`src/design/sample_bundle_framer_assert.svh`:
```
// Assertion macros for the sample bundle framer.
// Included by the top level; needs i_clk and i_rst_n in scope at the point of use.
`ifndef SAMPLE_BUNDLE_FRAMER_ASSERT_SVH
`define SAMPLE_BUNDLE_FRAMER_ASSERT_SVH

`ifndef SYNTH
// Check that cond holds in the same cycle whenever trig holds.
`define SBF_ASSERT_SAME(label, trig, cond) \
    label: assert property (@(posedge i_clk) disable iff (!i_rst_n) (trig) |-> (cond)) \
        else $error("sbf assertion failed");
// Check that cond holds in the cycle after trig.
`define SBF_ASSERT_NEXT(label, trig, cond) \
    label: assert property (@(posedge i_clk) disable iff (!i_rst_n) (trig) |=> (cond)) \
        else $error("sbf assertion failed");
`else
`define SBF_ASSERT_SAME(label, trig, cond)
`define SBF_ASSERT_NEXT(label, trig, cond)
`endif

`endif

```
`src/design/sbf_pkg.sv`:
```
// Shared types and constants for the sample bundle framer.
// No dependencies; compile first.
package sbf_pkg;

    localparam int SBF_MAX_SAMPLES = 8;
    localparam int SBF_IDX_W       = 4;
    localparam int SBF_CFG_W       = 4;
    localparam int SBF_LEN_W       = 6;
    localparam int SBF_PADDR_W     = 3;

    localparam logic [SBF_CFG_W-1:0] SBF_SPB_RESET = 4'd8;
    localparam logic [SBF_LEN_W-1:0] SBF_HDR_BYTES = 6'd2;
    localparam logic                 SBF_REG_SPB   = 1'b0;

    typedef enum logic [1:0] {
        KIND_ADD  = 2'd0,
        KIND_SER  = 2'd1,
        KIND_DONE = 2'd2
    } t_kind;

    typedef enum logic [1:0] {
        ST_IDLE,
        ST_HDR,
        ST_RD,
        ST_BYTE
    } t_state;

    typedef struct packed {
        logic                 we;
        logic                 re;
        logic [SBF_IDX_W-1:0] addr;
        logic [31:0]          wdata;
    } t_mem_req;

    typedef struct packed {
        logic                 ready_flag;
        logic                 busy;
        logic [SBF_IDX_W-1:0] count;
    } t_status;

endpackage

```
`src/design/sbf_if.sv`:
```
// Handshake channels of the sample bundle framer: input items and result items.
// No dependencies.
interface sbf_in_if;
    logic        valid;
    logic        ready;
    logic [1:0]  kind;
    logic [15:0] temp_sample;
    logic [15:0] hum_sample;

    modport source (output valid, output kind, output temp_sample, output hum_sample,
                    input ready);
    modport sink   (input valid, input kind, input temp_sample, input hum_sample,
                    output ready);
endinterface

interface sbf_out_if;
    logic       valid;
    logic       ready;
    logic       ready_res;
    logic       became_full;
    logic       byte_valid;
    logic [7:0] payload_byte;
    logic [5:0] payload_length;
    logic       last;

    modport source (output valid, output ready_res, output became_full, output byte_valid,
                    output payload_byte, output payload_length, output last,
                    input ready);
    modport sink   (input valid, input ready_res, input became_full, input byte_valid,
                    input payload_byte, input payload_length, input last,
                    output ready);
endinterface

```
`src/design/sample_bundle_framer.sv`:
```
// Sample bundle framer top level: configuration register, sequencer and sample store.
// Depends on sbf_pkg, sbf_if, sbf_store, sbf_ctrl and sample_bundle_framer_assert.svh.
//
// Usage:
//   i_in carries items of three kinds: add a temperature/humidity sample, serialize the
//   bundle, or report transmission done. o_out carries result items; every item yields
//   exactly one result except a serialize while the bundle is full, which yields the
//   payload one byte per result (sequence number, then each sample, big-endian), with
//   last set on the final byte.
//   The APB port holds samples_per_bundle at byte address 0; pready is always high.
// Sequencing:
//   Add, done and unused kinds yield a status result that is registered and shows the
//   cycle after acceptance. A serialize yields no result on acceptance, then the two
//   header bytes, then per sample one store read (the single memory port) and four
//   bytes through the output register.
// Reset:
//   Synchronous, active low. Clears count, full flag and sequence number and loads the
//   bundle size with 8. The store is not cleared; only written entries are ever read.
// Stalls:
//   When o_out.ready is low the output register holds its result and the sequencer
//   waits; no new item is taken until the pending result can move.
`include "sample_bundle_framer_assert.svh"

module sample_bundle_framer #(
    parameter int MAX_SAMPLES = sbf_pkg::SBF_MAX_SAMPLES
) (
    input  logic                            i_clk,
    input  logic                            i_rst_n,
    sbf_in_if.sink                          i_in,
    sbf_out_if.source                       o_out,
    input  logic                            psel,
    input  logic                            penable,
    input  logic                            pwrite,
    input  logic [sbf_pkg::SBF_PADDR_W-1:0] paddr,
    input  logic [31:0]                     pwdata,
    output logic [31:0]                     prdata,
    output logic                            pready
);
    import sbf_pkg::*;

    logic [SBF_CFG_W-1:0] r_spb;
    logic [SBF_CFG_W-1:0] n_spb;
    logic                 w_wr;
    t_mem_req             w_mem;
    logic [31:0]          w_rdata;
    t_status              w_status;

    // Write the bundle size on the access phase of an APB write.
    assign pready = 1'b1;
    assign w_wr   = psel && penable && pwrite && pready;

    always_comb begin
        n_spb = r_spb;
        if (w_wr && (paddr[2] == SBF_REG_SPB)) begin
            n_spb = pwdata[SBF_CFG_W-1:0];
        end
    end

    always_ff @(posedge i_clk) begin
        if (!i_rst_n) begin
            r_spb <= SBF_SPB_RESET;
        end else begin
            r_spb <= n_spb;
        end
    end

    assign prdata = (paddr[2] == SBF_REG_SPB) ? {{(32 - SBF_CFG_W){1'b0}}, r_spb} : 32'd0;

    // Sequencer: owns count, full flag, sequence number and the result register.
    sbf_ctrl #(
        .MAX_SAMPLES (MAX_SAMPLES)
    ) u_ctrl (
        .i_clk    (i_clk),
        .i_rst_n  (i_rst_n),
        .i_spb    (r_spb),
        .i_in     (i_in),
        .o_out    (o_out),
        .o_mem    (w_mem),
        .i_rdata  (w_rdata),
        .o_status (w_status)
    );

    // Store writes happen only on an accepted add and reads only while serializing,
    // so the two never touch the same entry in one cycle.
    sbf_store #(
        .DEPTH (MAX_SAMPLES)
    ) u_store (
        .i_clk   (i_clk),
        .i_req   (w_mem),
        .o_rdata (w_rdata)
    );

    // Count never passes the store depth.
    `SBF_ASSERT_SAME(a_count_bound, 1'b1, w_status.count <= SBF_IDX_W'(MAX_SAMPLES))
    // Serializing only ever runs on a full bundle.
    `SBF_ASSERT_SAME(a_busy_full, w_status.busy, w_status.ready_flag)
    // Transmission done empties the bundle.
    `SBF_ASSERT_NEXT(a_done_clear, i_in.valid && i_in.ready && (i_in.kind == KIND_DONE),
        !w_status.ready_flag && (w_status.count == '0))
    // An add to a full bundle is refused.
    `SBF_ASSERT_NEXT(a_add_refused, i_in.valid && i_in.ready && (i_in.kind == KIND_ADD) && w_status.ready_flag, $stable(w_status.count))

endmodule

```
`src/design/sbf_store.sv`:
```
// Sample store: one synchronous memory of {temperature, humidity} words.
// Depends on sbf_pkg for the request struct.
module sbf_store #(
    parameter int DEPTH = sbf_pkg::SBF_MAX_SAMPLES
) (
    input  logic              i_clk,
    input  sbf_pkg::t_mem_req i_req,
    output logic [31:0]       o_rdata
);
    import sbf_pkg::*;

    localparam int AW = (DEPTH > 1) ? $clog2(DEPTH) : 1;

    logic [31:0] r_mem [DEPTH];
    logic [31:0] r_rdata;

    always_ff @(posedge i_clk) begin
        if (i_req.we) begin
            r_mem[i_req.addr[AW-1:0]] <= i_req.wdata;
        end
        // hold read data until the next read
        if (i_req.re) begin
            r_rdata <= r_mem[i_req.addr[AW-1:0]];
        end
    end

    assign o_rdata = r_rdata;

endmodule

```
`src/design/sbf_ctrl.sv`:
```
// Framer sequencer: bundle state, store access and result register.
// Depends on sbf_pkg and the channel interfaces in sbf_if.
module sbf_ctrl #(
    parameter int MAX_SAMPLES = sbf_pkg::SBF_MAX_SAMPLES
) (
    input  logic                             i_clk,
    input  logic                             i_rst_n,
    input  logic [sbf_pkg::SBF_CFG_W-1:0]    i_spb,
    sbf_in_if.sink                           i_in,
    sbf_out_if.source                        o_out,
    output sbf_pkg::t_mem_req                o_mem,
    input  logic [31:0]                      i_rdata,
    output sbf_pkg::t_status                 o_status
);
    import sbf_pkg::*;

    localparam int CW = $clog2(MAX_SAMPLES + 1);

    t_state                 r_state, n_state;
    logic [CW-1:0]          r_count, n_count;
    logic                   r_ready, n_ready;
    logic [15:0]            r_seq, n_seq;
    logic [CW-1:0]          r_idx, n_idx;
    logic [1:0]             r_sub, n_sub;
    logic [SBF_LEN_W-1:0]   r_len, n_len;

    logic                   r_ov, n_ov;
    logic                   r_o_rdy, n_o_rdy;
    logic                   r_o_full, n_o_full;
    logic                   r_o_bv, n_o_bv;
    logic [7:0]             r_o_byte, n_o_byte;
    logic [SBF_LEN_W-1:0]   r_o_len, n_o_len;
    logic                   r_o_last, n_o_last;

    logic [CW-1:0]          w_tgt;
    logic [CW-1:0]          w_cnt_add;
    logic                   w_out_free;
    logic                   w_acc;
    logic                   w_last;

    // clamp the bundle size into 1..MAX_SAMPLES
    always_comb begin
        if (i_spb == '0) begin
            w_tgt = CW'(1);
        end else if (int'(i_spb) > MAX_SAMPLES) begin
            w_tgt = CW'(MAX_SAMPLES);
        end else begin
            w_tgt = CW'(i_spb);
        end
    end

    assign w_cnt_add  = (r_count < w_tgt) ? r_count + CW'(1) : r_count;
    assign w_out_free = !r_ov || o_out.ready;
    assign i_in.ready = (r_state == ST_IDLE) && w_out_free;
    assign w_acc      = i_in.valid && i_in.ready;

    always_comb begin
        n_state  = r_state;
        n_count  = r_count;
        n_ready  = r_ready;
        n_seq    = r_seq;
        n_idx    = r_idx;
        n_sub    = r_sub;
        n_len    = r_len;
        n_ov     = r_ov && !o_out.ready;
        n_o_rdy  = r_o_rdy;
        n_o_full = r_o_full;
        n_o_bv   = r_o_bv;
        n_o_byte = r_o_byte;
        n_o_len  = r_o_len;
        n_o_last = r_o_last;
        o_mem    = '0;
        w_last   = 1'b0;

        case (r_state)
            ST_IDLE: begin
                if (w_acc) begin
                    // status result by default
                    n_ov     = 1'b1;
                    n_o_full = 1'b0;
                    n_o_bv   = 1'b0;
                    n_o_byte = '0;
                    n_o_len  = '0;
                    n_o_last = 1'b1;
                    n_o_rdy  = r_ready;
                    case (t_kind'(i_in.kind))
                        KIND_ADD: begin
                            if (!r_ready) begin
                                if (r_count < w_tgt) begin
                                    o_mem.we    = 1'b1;
                                    o_mem.addr  = SBF_IDX_W'(r_count);
                                    o_mem.wdata = {i_in.temp_sample, i_in.hum_sample};
                                end
                                n_count = w_cnt_add;
                                if (w_cnt_add >= w_tgt) begin
                                    n_ready  = 1'b1;
                                    n_o_rdy  = 1'b1;
                                    n_o_full = 1'b1;
                                end
                            end
                        end
                        KIND_SER: begin
                            if (r_ready) begin
                                // no result now; header bytes follow
                                n_ov    = 1'b0;
                                n_len   = SBF_HDR_BYTES + (SBF_LEN_W'(r_count) << 2);
                                n_sub   = '0;
                                n_state = ST_HDR;
                            end
                        end
                        KIND_DONE: begin
                            n_seq   = r_seq + 16'd1;
                            n_count = '0;
                            n_ready = 1'b0;
                            n_o_rdy = 1'b0;
                        end
                        default: begin
                        end
                    endcase
                end
            end
            ST_HDR: begin
                if (w_out_free) begin
                    w_last   = r_sub[0] && (r_count == '0);
                    n_ov     = 1'b1;
                    n_o_rdy  = r_ready;
                    n_o_full = 1'b0;
                    n_o_bv   = 1'b1;
                    n_o_byte = r_sub[0] ? r_seq[7:0] : r_seq[15:8];
                    n_o_len  = r_len;
                    n_o_last = w_last;
                    if (r_sub[0]) begin
                        n_sub   = '0;
                        n_idx   = '0;
                        n_state = w_last ? ST_IDLE : ST_RD;
                    end else begin
                        n_sub = 2'd1;
                    end
                end
            end
            ST_RD: begin
                o_mem.re   = 1'b1;
                o_mem.addr = SBF_IDX_W'(r_idx);
                n_sub      = '0;
                n_state    = ST_BYTE;
            end
            ST_BYTE: begin
                if (w_out_free) begin
                    w_last   = (r_sub == 2'd3) && (r_idx + CW'(1) == r_count);
                    n_ov     = 1'b1;
                    n_o_rdy  = r_ready;
                    n_o_full = 1'b0;
                    n_o_bv   = 1'b1;
                    n_o_len  = r_len;
                    n_o_last = w_last;
                    case (r_sub)
                        2'd0:    n_o_byte = i_rdata[31:24];
                        2'd1:    n_o_byte = i_rdata[23:16];
                        2'd2:    n_o_byte = i_rdata[15:8];
                        default: n_o_byte = i_rdata[7:0];
                    endcase
                    n_sub = r_sub + 2'd1;
                    if (r_sub == 2'd3) begin
                        n_idx   = r_idx + CW'(1);
                        n_state = w_last ? ST_IDLE : ST_RD;
                    end
                end
            end
            default: begin
                n_state = ST_IDLE;
            end
        endcase
    end

    always_ff @(posedge i_clk) begin
        if (!i_rst_n) begin
            r_state <= ST_IDLE;
            r_count <= '0;
            r_ready <= 1'b0;
            r_seq   <= '0;
            r_idx   <= '0;
            r_sub   <= '0;
            r_ov    <= 1'b0;
        end else begin
            r_state <= n_state;
            r_count <= n_count;
            r_ready <= n_ready;
            r_seq   <= n_seq;
            r_idx   <= n_idx;
            r_sub   <= n_sub;
            r_ov    <= n_ov;
        end
    end

    always_ff @(posedge i_clk) begin
        r_len    <= n_len;
        r_o_rdy  <= n_o_rdy;
        r_o_full <= n_o_full;
        r_o_bv   <= n_o_bv;
        r_o_byte <= n_o_byte;
        r_o_len  <= n_o_len;
        r_o_last <= n_o_last;
    end

    assign o_out.valid          = r_ov;
    assign o_out.ready_res      = r_o_rdy;
    assign o_out.became_full    = r_o_full;
    assign o_out.byte_valid     = r_o_bv;
    assign o_out.payload_byte   = r_o_byte;
    assign o_out.payload_length = r_o_len;
    assign o_out.last           = r_o_last;

    assign o_status.ready_flag = r_ready;
    assign o_status.busy       = (r_state != ST_IDLE);
    assign o_status.count      = SBF_IDX_W'(r_count);

endmodule

```
`src/flat_wrapper.sv`:
```
// flat-port wrapper written by rule: the top's interface ports become plain ports
module sample_bundle_framer_flat import sbf_pkg::*;
#(
    parameter int MAX_SAMPLES = sbf_pkg::SBF_MAX_SAMPLES
)
  (i_clk, i_rst_n, psel, penable, pwrite, paddr, pwdata, prdata, pready, i_in_valid, i_in_kind, i_in_temp_sample, i_in_hum_sample, i_in_ready, o_out_valid, o_out_ready_res, o_out_became_full, o_out_byte_valid, o_out_payload_byte, o_out_payload_length, o_out_last, o_out_ready);
  sbf_in_if i_in_i ();
  sbf_out_if o_out_i ();
  input  logic i_clk;
  input  logic i_rst_n;
  input  logic psel;
  input  logic penable;
  input  logic pwrite;
  input  logic [sbf_pkg::SBF_PADDR_W-1:0] paddr;
  input  logic [31:0] pwdata;
  output logic [31:0] prdata;
  output logic pready;
  input wire logic [$bits(i_in_i.valid)-1:0] i_in_valid;
  input wire logic [$bits(i_in_i.kind)-1:0] i_in_kind;
  input wire logic [$bits(i_in_i.temp_sample)-1:0] i_in_temp_sample;
  input wire logic [$bits(i_in_i.hum_sample)-1:0] i_in_hum_sample;
  output wire logic [$bits(i_in_i.ready)-1:0] i_in_ready;
  output wire logic [$bits(o_out_i.valid)-1:0] o_out_valid;
  output wire logic [$bits(o_out_i.ready_res)-1:0] o_out_ready_res;
  output wire logic [$bits(o_out_i.became_full)-1:0] o_out_became_full;
  output wire logic [$bits(o_out_i.byte_valid)-1:0] o_out_byte_valid;
  output wire logic [$bits(o_out_i.payload_byte)-1:0] o_out_payload_byte;
  output wire logic [$bits(o_out_i.payload_length)-1:0] o_out_payload_length;
  output wire logic [$bits(o_out_i.last)-1:0] o_out_last;
  input wire logic [$bits(o_out_i.ready)-1:0] o_out_ready;
  assign i_in_i.valid = i_in_valid;
  assign i_in_i.kind = i_in_kind;
  assign i_in_i.temp_sample = i_in_temp_sample;
  assign i_in_i.hum_sample = i_in_hum_sample;
  assign i_in_ready = i_in_i.ready;
  assign o_out_valid = o_out_i.valid;
  assign o_out_ready_res = o_out_i.ready_res;
  assign o_out_became_full = o_out_i.became_full;
  assign o_out_byte_valid = o_out_i.byte_valid;
  assign o_out_payload_byte = o_out_i.payload_byte;
  assign o_out_payload_length = o_out_i.payload_length;
  assign o_out_last = o_out_i.last;
  assign o_out_i.ready = o_out_ready;
  sample_bundle_framer #(.MAX_SAMPLES(MAX_SAMPLES)) u_core (.i_clk(i_clk), .i_rst_n(i_rst_n), .i_in(i_in_i), .o_out(o_out_i), .psel(psel), .penable(penable), .pwrite(pwrite), .paddr(paddr), .pwdata(pwdata), .prdata(prdata), .pready(pready));
endmodule
```
`config.mk`:
```
export PLATFORM = sky130hd
export DESIGN_NAME = sample_bundle_framer_flat
export DESIGN_NICKNAME = d
export VERILOG_FILES = /design/src/design/sbf_pkg.sv /design/src/design/sbf_if.sv /design/src/design/sample_bundle_framer.sv /design/src/design/sbf_store.sv /design/src/design/sbf_ctrl.sv /design/src/flat_wrapper.sv
export VERILOG_INCLUDE_DIRS = /design/src /design/src/design
export SDC_FILE = /design/constraint.sdc
export NUM_CORES = 1
export LEC_CHECK = 0
export BUFFER_PORTS_ARGS = -buffer_cell sky130_fd_sc_hd__buf_2
export CAP_MARGIN = 30
export CORE_ASPECT_RATIO = 1.5
export CORE_UTILIZATION = 59
export DETAILED_ROUTE_END_ITERATION = 10
export PLACE_DENSITY = 0.79
export SYNTH_ARGS = -nofsm -noshare
export SYNTH_HDL_FRONTEND = slang
export SYNTH_SLANG_ARGS = --single-unit
export TNS_END_PERCENT = 100
```
`constraint.sdc`:
```
create_clock -name i_clk -period 8.65 [get_ports i_clk]
set_clock_uncertainty 0.1 [all_clocks]
set_input_delay 0.4325 -clock i_clk [delete_from_list [all_inputs] [get_ports i_clk]]
set_output_delay 0.4325 -clock i_clk [all_outputs]
set_load 0.005 [all_outputs]
```
Yosys cells after proc, flatten, opt, wreduce, memory -nomap -nowiden
Memories as Yosys holds them, arrays and structs flattened. A register that Yosys moved wholly into a read port is not among the register bits.
Cells that the tools add are included.
{"block": "totals", "ff_bits": 58, "out_inout_bits": 53, "mem_bits_rw": 256, "inputBits": 76, "elab_cells": 147, "mem_count": 1}
{"block": "op_classes", "bitwise_logic": 1, "n_reduce_logical": 30, "eq_ne": 18, "magnitude_cmp": 3, "muxes": 74, "addsub": 5}
{"name": "u_core.u_store.r_mem", "depth": 8, "word_bits": 32, "read_ports": 1, "rd_ports_with_merged_regs": 1, "wr": 1, "line_no": "sbf_store.sv:14", "text": "logic [31:0] r_mem [DEPTH];"}
{"op": "35-bit two-way mux", "count": 4}
{"op": "8-bit case mux with 3 select lines", "count": 2}
{"op": "4-bit two-way mux", "count": 9}
{"op": "32-bit two-way mux", "count": 1}
{"op": "8-bit two-way mux", "count": 4}
{"op": "2-bit two-way mux", "count": 14}
{"op": "1-bit two-way mux", "count": 26}
{"op": "16-bit by 1-bit adder with 16-bit output, second input constant", "count": 1}
{"op": "2-bit case mux with 4 select lines", "count": 2}
{"op": "4-bit case mux with 2 select lines", "count": 2}
{"op": "2-bit != test, second input constant", "count": 7}
{"op": "6-bit two-way mux", "count": 2}
{"op": "6-bit case mux with 2 select lines", "count": 1}
{"op": "4-bit AND reduction", "count": 3}
{"op": "2-bit == test, second input constant", "count": 5}
{"op": "1-bit case mux with 2 select lines", "count": 5}
{"op": "5-bit AND reduction", "count": 2}
{"op": "4-bit by 1-bit adder with 4-bit output, second input constant", "count": 2}
{"op": "1-bit logical AND", "count": 8}
{"op": "4-bit zero test", "count": 2}
{"op": "7-bit AND reduction", "count": 1}
{"op": "2-bit by 6-bit adder with 6-bit output, first input constant", "count": 1}
{"op": "2-bit by 1-bit == test with 1-bit output, second input constant", "count": 3}
{"op": "2-bit zero test", "count": 3}
{"op": "other kinds (16)", "count": 21}

Depth between registers and ports, before layout
Gate-level depths: netlist of run 1.
{"block": "depth", "depth_word": 11, "mapped_depth": 15}

Modules after synthesis
From an unflattened synthesis of run 1, not the netlist that was laid out.
{"block": "unflattened", "cells_unflattened": 862, "hier_area_um2": 14483.9}
{"module": "sbf_store", "cells_per_inst": 453, "n_inst": 1, "area_per_inst_um2": 10820.4}
{"module": "sbf_ctrl", "cells_per_inst": 356, "n_inst": 1, "area_per_inst_um2": 3231.8}
{"module": "sample_bundle_framer", "cells_per_inst": 53, "n_inst": 1, "area_per_inst_um2": 431.7}

Least setup slack after synthesis of run 1
No wires, ideal clock.
{"block": "synth_path", "path_type": "register to register", "startpoint": "reg u_core.u_ctrl.r_state[1]", "endpoint": "mem u_core.u_store.r_mem[5][0] (enable)", "setup_time_ps": 501, "t_arrival_ps": 5858, "required_ps": 8049, "stages_incl_launch_ff": 10, "path_slack_ps": 2191, "n_path_buf": 4, "cell_sequence": "dfxtp_1 -> buf_2 -> inv_2 -> nor2_1 -> a32o_1 -> buf_2 -> buf_6 -> buf_6 -> nand2_1 -> nor4_1"}
{"block": "synth_via", "elab_chain_cells": 7, "word_cells_on_any_way": 10, "cone_classes": "eq/ne (1); mux (6); reduce/logical (3)"}
{"item": "from (decl)", "line_no": "sbf_ctrl.sv:19", "text": "t_state r_state, n_state;"}
{"item": "from (signal assigned)", "line_no": "sbf_ctrl.sv:185", "text": "r_state <= n_state;"}
{"item": "2-bit zero test", "line_no": "sbf_ctrl.sv:54, sbf_ctrl.sv:75"}
{"item": "1-bit logical AND", "line_no": "sbf_ctrl.sv:54", "text": "assign i_in.ready = (r_state == ST_IDLE) && w_out_free;"}
{"item": "1-bit logical AND", "line_no": "sbf_ctrl.sv:55", "text": "assign w_acc = i_in.valid && i_in.ready;"}
{"item": "1-bit two-way mux", "line_no": "sbf_ctrl.sv:77", "text": "if (w_acc) begin"}
{"item": "1-bit two-way mux", "line_no": "sbf_ctrl.sv:75", "text": "case (r_state)"}
{"item": "1-bit two-way mux", "line_no": "sbf_store.sv:18", "text": "if (i_req.we) begin"}
{"item": "1-bit two-way mux (implied by the code)", "line_no": "sbf_store.sv:19", "text": "r_mem[i_req.addr[AW-1:0]] <= i_req.wdata;"}
{"item": "to (decl)", "line_no": "sbf_store.sv:14"}
Parallel ways exist; a longest one is shown, timed or not.

Worst setup path after layout of run 1
{"block": "layout_path", "startpoint": "reg u_core.u_ctrl.r_count[1]", "endpoint": "mem u_core.u_store.r_mem[0][23] (enable)"}
{"block": "layout_via", "elab_chain_cells": 8, "word_cells_on_any_way": 13, "cone_classes": "order compare (1); mux (12)"}
{"item": "from (decl)", "line_no": "sbf_ctrl.sv:20", "text": "logic [CW-1:0] r_count, n_count;"}
{"item": "from (signal assigned)", "line_no": "sbf_ctrl.sv:186", "text": "r_count <= n_count;"}
{"item": "4-bit < comparator", "line_no": "sbf_ctrl.sv:89", "text": "if (r_count < w_tgt) begin"}
{"item": "1-bit two-way mux", "line_no": "sbf_ctrl.sv:89"}
{"item": "1-bit two-way mux", "line_no": "sbf_ctrl.sv:88", "text": "if (!r_ready) begin"}
{"item": "1-bit two-way mux", "line_no": "sbf_ctrl.sv:86", "text": "case (t_kind'(i_in.kind))"}
{"item": "1-bit two-way mux", "line_no": "sbf_ctrl.sv:77"}
{"item": "1-bit two-way mux", "line_no": "sbf_ctrl.sv:75"}
{"item": "1-bit two-way mux", "line_no": "sbf_store.sv:18"}
{"item": "1-bit two-way mux (implied by the code)", "line_no": "sbf_store.sv:19"}
Parallel ways exist; a longest one is shown, timed or not.

==> qor.csv, run 1 <==
stage,metric,value,unit
global_route,grt_pass1_wl,42.89,mm
power_and_ir_drop,comb_power_share,0.024,
setup_path,critical_path_class,register to register,
power_and_ir_drop,clockPowerShare,0.400,
cts,cts_max_level,1,
floorplan,die-width,130.1,µm
floorplan,die_y,194.2,µm
timing,fmax,0.2381,GHz
logic_synthesis,synth_top_cell_area_share,0.6386,
drt,post_drt_via_cell_ratio,5.789,
setup_path,path_depth,11,
cells_and_area,stdcell_count,1376,
setup_path,cp.required,8.75,ns
power_and_ir_drop,switchingPower,0.6083,mW
cts,path_clk_slew,0.07,ns
power_and_ir_drop,powerDensity,195.6,nW/µm²
drt,drt_iter0_markers,594,
global_route,grt_max_degree,59,
drt,wire_per_inst,20.15,µm
global_route,grt_overflow_total,0,
timing,setup_viol,0,
drt,wl_met1,10.92,mm
setup_path,worst_setup_path_end_kind,register,
setup_path,start_kind,register,
drt,finalWirelength,27.72,mm
job,cap_violations,0,
cells_and_area,layout.nets,1122,
cells_and_area,drive_gt1_frac,0.1492,
cts,cts_resized,0,
floorplan,core_area,24260,µm²
logic_synthesis,synthTopCellsByArea,"edfxtp_1, mux2i_1, dfxtp_1",
logic_synthesis,synth_top_cell_by_area,edfxtp_1,
drt,wl_met2,14.50,mm
cells_and_area,area_growth,10.42,%
setup_path,timing.rr.end,u_core.u_store.r_mem[0][23],
cts,cts_root_buf,clkbuf_16,
setup_path,path_delay_family,compound AO/OA/AOI/OAI gates,
timing,grt_setup_unrepaired,false,
power_and_ir_drop,vdd_drop_max,0.1751,mV
setup_path,cp-startpoint,u_core.u_ctrl.r_count[1],
worst_hold_path,hold_path.class,input port to register,
cts,clock-sinks,343,
power_and_ir_drop,power_leakage,5.598,nW
placed_design,dp_cells,1322,
global_route,grt_use_total,0.2262,
cells_and_area,fillerInstances,1673,
logic_synthesis,ys_types,51,
setup_path,path_buf_inv,3,
power_and_ir_drop,p_sw_frac,0.1939,
logic_synthesis,async_flop_share,0,
setup_path,r2r-start,u_core.u_ctrl.r_count[1],
timing,final_hold_viol_count,0,
timing,slew_violations,0,
global_route,antenna_found_initial,0,
logic_synthesis,synth_seq_cells,343,
timing,fin_tns_setup,0,ns
cts,cts_setup_buffers,0,
drt,drc,0,
timing,worst_slack,4.450,ns
logic_synthesis,ys.flop_type,edfxtp_1,
placed_design,port-buffer-count,68,
timing,tightest_slew,0.9016,ns
cells_and_area,diodes,0,
placed_design,dpl.hpwl,16.23,mm
timing,finalWorstPathRequiredPeriod,4.200,ns
timing,slew_headroom,0.3981,
placed_design,gp_congestion,0.8538,
setup_path,arrival,4.30,ns
floorplan,start_util,0.5989,
power_and_ir_drop,p_seq_frac,0.576,
setup_path,rrSetupSlack,4.45,ns
setup_path,critPathMaxFanout,23,
setup_path,setup.worst_path.end,u_core.u_store.r_mem[0][23],
cts,cts_buffers,29,
logic_synthesis,syn_inst,965,
drt,dr.pass1.iters,5,
logic_synthesis,synth_area_per_cell,15.06,µm²
floorplan,num_rows,70,
drt,wl_met3,1.401,mm
floorplan,pin_count,129,
cts,tritoncts,built,
timing,holdWs,0.01592,ns
global_route,grt_pass1_vias,7921,
setup_path,cpPeakStageDelay,0.66,ns
placed_design,pre_cts_ws,4.462,ns
cts,clock_latency,0.55,ns
floorplan,die-area,25270,µm²
setup_path,crit_chain,ha_1 -> o21ai_0 -> a21oi_1 -> nand2_1 -> ha_1 -> a32o_4 -> buf_4 -> inv_1 -> nand2_1 -> nor2_4 -> buf_4,
setup_path,critPathSlowestCell,dfxtp_1,
logic_synthesis,syn_area,14530,µm²
cts,clock_path_buffers,3,
power_and_ir_drop,p_int,2.530,mW
run_status,status,completed,
logic_synthesis,ys_warn_count,0,
setup_path,reg2reg_depth,11,
timing,fin_crit_sh,0.4855,
drt,ant_nets,0,
drt,top_layer,met4,
logic_synthesis,seq_area_frac_synth,0.6854,
cts,ctsHoldBuffers,0,
drt,dr_total_vias,7965,
logic_synthesis,synth_enable_flop_cells,309,
## stage by stage
stage / cell area (µm²) / power, mW / util
after floorplan: 14640 / 1.896 / -
after global placement: 15050 / 1.915 / 0.6203
after detailed placement: 15100 / 1.919 / 0.6226
after CTS: 16020 / 3.154 / 0.6605
after global routing: 16040 / 3.228 / 0.6613
final: 16040 / 3.138 / 0.6613
## cell type report
cell class,count,area (µm²),area share
sequential,343,9960,0.6208
multi-input combinational,552,4160,0.2593
clock buffer,39,783.3,0.04882
timing repair buffer,87,535.5,0.03338
tap,324,405.4,0.02527
clock inverter,14,136.4,0.008500
inverter,17,63.81,0.003977
## power groups by stage
stage | clock [mW] | combinational, mW | sequential (mW)
finish | 1.25 | 0.0763 | 1.81
global route | 1.34 | 0.0859 | 1.81
CTS | 1.27 | 0.0765 | 1.81
detailed placement | 0 | 0.0762 | 1.84
global placement | 0 | 0.0725 | 1.84
floorplan | 0 | 0.0539 | 1.84
## Yosys cell counts (all sizes together), types with 2 or more instances
cell type,number
edfxtp,309
mux2i,163
buf,64
nor2,48
nand2,41
and2,40
a21o,34
dfxtp,34
o22ai,32
a21oi,23
clkbuf,17
inv,17
ha,16
xor2,15
o21ai,11
nand3,9
a222oi,8
mux2,8
nor3,8
nand4,7
o211ai,7
nor2b,6
xnor2,6
a211oi,4
a22oi,4
and3,4
and4,4
nand2b,3
nor4,3
a2bb2oi,2
conb,2
o2111ai,2
o311ai,2
or3,2
## metal layers
layer	track usage	vias to the layer above
met5	0	-
met4	0.09044	0
met3	0.02732	61
met2	0.3962	267
met1	0.2811	3907
li1	-	3730
## worst min path at each step
stage / startpoint / to / slack [ns] / cells after the start
final: pwdata[1] / u_core.r_spb[1] / 0.02 / 3
after global placement: u_core.u_ctrl.r_seq[1] / u_core.u_ctrl.r_seq[1] / 0.38 / 2
after detailed placement: u_core.u_ctrl.r_seq[1] / u_core.u_ctrl.r_seq[1] / 0.40 / 2
after global routing: pwdata[3] / u_core.r_spb[3] / 0.02 / 3
after CTS: pwdata[3] / u_core.r_spb[3] / 0.006 / 3
after floorplan: u_core.u_ctrl.r_count[2] / u_core.u_ctrl.r_len[4] / 0.33 / 0
## worst min-delay path, stage by stage
cell and delay [ns]:
buf_2 0.08, mux2i_1 0.05, nor2_1 0.07
## kinds of logic (layout without fill, tap and decap cells)
family,count (synthesis),in the layout,share of synthesized area
flops,343,343,0.6854
simple gates,179,179,0.06243
mux,171,171,0.1185
compound gates,135,135,0.06407
buf+inv,98,157,0.04262
xor+xnor,21,21,0.01266
fa+ha+maj,16,16,0.01378
other cells,2,30,0.0005169
## state kept, by name, summed over array words and instances (netlist names)
name                                count
u_core.u_ctrl.o_out.last                1
u_core.u_ctrl.r_state                   2
u_core.u_store.r_mem                  256
u_core.u_ctrl.r_ready                   1
u_core.u_ctrl.o_out.payload_length      5
u_core.u_ctrl.r_seq                    16
u_core.r_spb                            4
u_core.u_ctrl.r_count                   4
u_core.u_ctrl.o_out.ready_res           1
u_core.u_ctrl.o_out.valid               1
u_core.u_ctrl.o_out.became_full         1
u_core.u_ctrl.o_out.byte_valid          1
u_core.u_ctrl.o_out.payload_byte        8
u_core.u_ctrl.r_sub                     2
u_core.u_ctrl.r_len                     4
u_core.u_ctrl.r_idx                     4
u_core.u_store.o_rdata                 32
## placed cells by master, fill, tap and decap left out, types with 7 or more instances in the layout
cell type and instances:
a21o_1 34, a21oi_1 20, a222oi_1 8, and2_1 40, buf_2 68, buf_4 16, clkbuf_1 8, clkbuf_16 29
conb_1 30, dfxtp_1 34, edfxtp_1 309, ha_1 16, inv_1 16, mux2_2 8, mux2i_1 163, nand2_1 41
nand3_1 9, nand4_1 7, nor2_1 41, o211ai_1 7, o21ai_0 11, o22ai_1 32, xor2_1 15
No activity file was read; power rests on OpenSTA's default activity.
==> run 2, diff against run 1 <==
CORE_UTILIZATION = 54   (was 59)
PLACE_DENSITY = 0.76   (was 0.79)
clock period = 3.5 ns   (was 8.65 ns; I/O delays follow)
==> run 2 against run 1 <==
Net effect: sequential cell count unchanged; worst hold slack got worse by 0.0023 ns; largest power group unchanged; first-iteration DRC count decreased by 9.9%; critical path type unchanged.
==> qor.csv, run 2 (synthesis results as in run 1) <==
stage,metric,value,unit
run_status,status,completed,
cts,cts_root_buf,clkbuf_16,
cts,tritoncts,built,
power_and_ir_drop,p_int,6.389,mW
timing,fmax,0.3006,GHz
global_route,grt_max_degree,57,
placed_design,port-buffer-count,68,
floorplan,die_y,202.9,µm
global_route,grt_overflow_total,0,
cells_and_area,layout_commonest_cell,edfxtp_1,
power_and_ir_drop,clockPowerShare,0.409,
floorplan,die-width,135.9,µm
timing,slew_headroom,0.5035,
global_route,antenna_found_initial,0,
cells_and_area,area_growth,14.72,%
power_and_ir_drop,p_seq_frac,0.562,
timing,worst_slack,0.1728,ns
cells_and_area,layout.nets,1173,
power_and_ir_drop,powerDensity,476.3,nW/µm²
drt,wl_met2,15.35,mm
power_and_ir_drop,power_leakage,5.890,nW
placed_design,pre_cts_ws,0.1396,ns
cells_and_area,multi_input_area,4258,µm²
global_route,grt_use_total,0.2147,
job,cap_violations,0,
power_and_ir_drop,switchingPower,1.551,mW
cells_and_area,drive_gt1_frac,0.1701,
timing,finalWorstPathRequiredPeriod,3.327,ns
setup_path,arrival,3.55,ns
drt,drc,0,
cts,cts_setup_buffers,0,
timing,tightest_slew,0.7419,ns
drt,post_drt_via_cell_ratio,5.705,
power_and_ir_drop,p_sw_frac,0.1953,
floorplan,pin_count,129,
drt,top_layer,met4,
cts,clock_latency,0.56,ns
setup_path,cpPeakStageDelay,0.33,ns
floorplan,die-area,27580,µm²
setup_path,start_kind,register,
worst_hold_path,hold_path.class,input port to register,
global_route,grt_pass1_vias,8210,
cells_and_area,largest_register_ffs,256,
drt,drt_iter0_markers,535,
floorplan,core_area,26490,µm²
floorplan,start_util,0.5486,
drt,wl_met1,11.28,mm
cells_and_area,mostFrequentLayoutCells,"edfxtp_1, mux2i_1, buf_2",
setup_path,path_delay_family,simple AND/OR/NAND/NOR gates,
timing,setup_viol,0,
cells_and_area,seq_area,9961,µm²
timing,grt_setup_unrepaired,false,
cells_and_area,fillerInstances,1916,
timing,fin_crit_sh,0.9506,
setup_path,critical_path_class,register to register,
setup_path,worst_setup_path_end_kind,register,
cells_and_area,diodes,0,
drt,dr_total_vias,8227,
setup_path,critPathSlowestCell,dfxtp_2,
power_and_ir_drop,comb_power_share,0.028,
placed_design,gp_congestion,0.8106,
global_route,grt_pass1_wl,44.76,mm
cts,cts_buffers,31,
cts,clock_path_buffers,3,
setup_path,cp_common_cell,a21o_1,
placed_design,dpl.hpwl,17.99,mm
setup_path,path_buf_inv,2,
cts,clock-sinks,343,
drt,ant_nets,0,
cts,path_clk_slew,0.07,ns
timing,final_hold_viol_count,0,
drt,dr.pass1.iters,6,
setup_path,crit_chain,inv_2 -> nand2_2 -> ha_4 -> nor2_1 -> o2111ai_4 -> nand2_1 -> ha_2 -> inv_1 -> ha_1 -> nand2b_1 -> a21o_1 -> a21o_1 -> a21oi_1 -> nor3_1 -> and3_1,
drt,wl_met3,1.297,mm
setup_path,critPathMaxFanout,6,
floorplan,num_rows,73,
cts,cts_max_level,1,
drt,finalWirelength,28.88,mm
power_and_ir_drop,vdd_drop_max,0.4182,mV
drt,wire_per_inst,20.03,µm
timing,slew_violations,0,
timing,holdWs,0.01367,ns
setup_path,cp.required,3.73,ns
## run 2: changes by cell type in the layout (fill, tap and decap cells not counted), moves of 3 or more
cell	previous run	this run
dlygate4sd3_1	0	33
clkinv_1	1	4
clkinv_2	6	9
buf_4	16	31
clkinv_4	3	0
nand2_1	41	37
ha_1	16	13
nand2_2	0	3
## run 2: path summary, 6_finish.rpt
path	start	to	slack, ns	cells after the start
max	u_core.r_spb[3]	u_core.u_ctrl.o_out.became_full	0.17	15
min	i_in_hum_sample[12]	u_core.u_store.r_mem[6][12]	0.01	2
min reg2reg	u_core.u_ctrl.r_seq[1]	u_core.u_ctrl.r_seq[1]	0.40	2
max reg2reg	u_core.r_spb[3]	u_core.u_ctrl.o_out.became_full	0.17	15
## run 2: per-layer routing
metal,track usage,up-vias
li1,-,3825
met1,0.2567,4085
met2,0.3870,253
met3,0.02397,64
met4,0.09167,0
met5,0,-
## run 2: repair_timing
action,4_1_cts,5_1_grt
resized for setup,0,2
hold endpoints to repair,202,0
hold buffers,33,0
setup endpoints to repair,0,22
## run 2: worst register-to-register path: cells and delay by family, from the launching register on
kind | cells | cell delay, ns
flops | 1 | 0.33
buf+inv | 2 | 0.19
fa+ha+maj | 3 | 0.68
simple gates | 6 | 0.98
compound gates | 4 | 0.83
## run 2: area by class of cell
cell class,count,share of cell area
inverter,17,0.003978
clock buffer,41,0.05059
clock inverter,16,0.007731
tap,337,0.02529
sequential,343,0.5975
multi-input combinational,552,0.2554
timing repair buffer,136,0.05945
## run 2: power by group through the flow
| stage | registers (mW) | clock network, mW | logic, mW |
|---|---|---|---|
| 3_3_place_gp | 4.55 | 0 | 0.186 |
| 5_1_grt | 4.47 | 3.46 | 0.247 |
| 3_5_place_dp | 4.55 | 0 | 0.195 |
| 2_1_floorplan | 4.55 | 0 | 0.136 |
| 4_1_cts | 4.47 | 3.31 | 0.223 |
| 6_report | 4.47 | 3.25 | 0.223 |
## run 2: through the flow
stage / cells / power [mW] / utilization / instance area [µm²] / setup TNS, ns
after global routing: 1442 / 8.167 / 0.6293 / 16670 / 0
after detailed placement: 1352 / 4.749 / 0.5795 / 15350 / 0
after floorplan: 993 / 4.690 / - / 14760 / -9.933
after global placement: 1351 / 4.738 / 0.5785 / 15320 / 0
final: 1442 / 7.940 / 0.6293 / 16670 / 0
after CTS: 1442 / 7.994 / 0.6287 / 16650 / 0
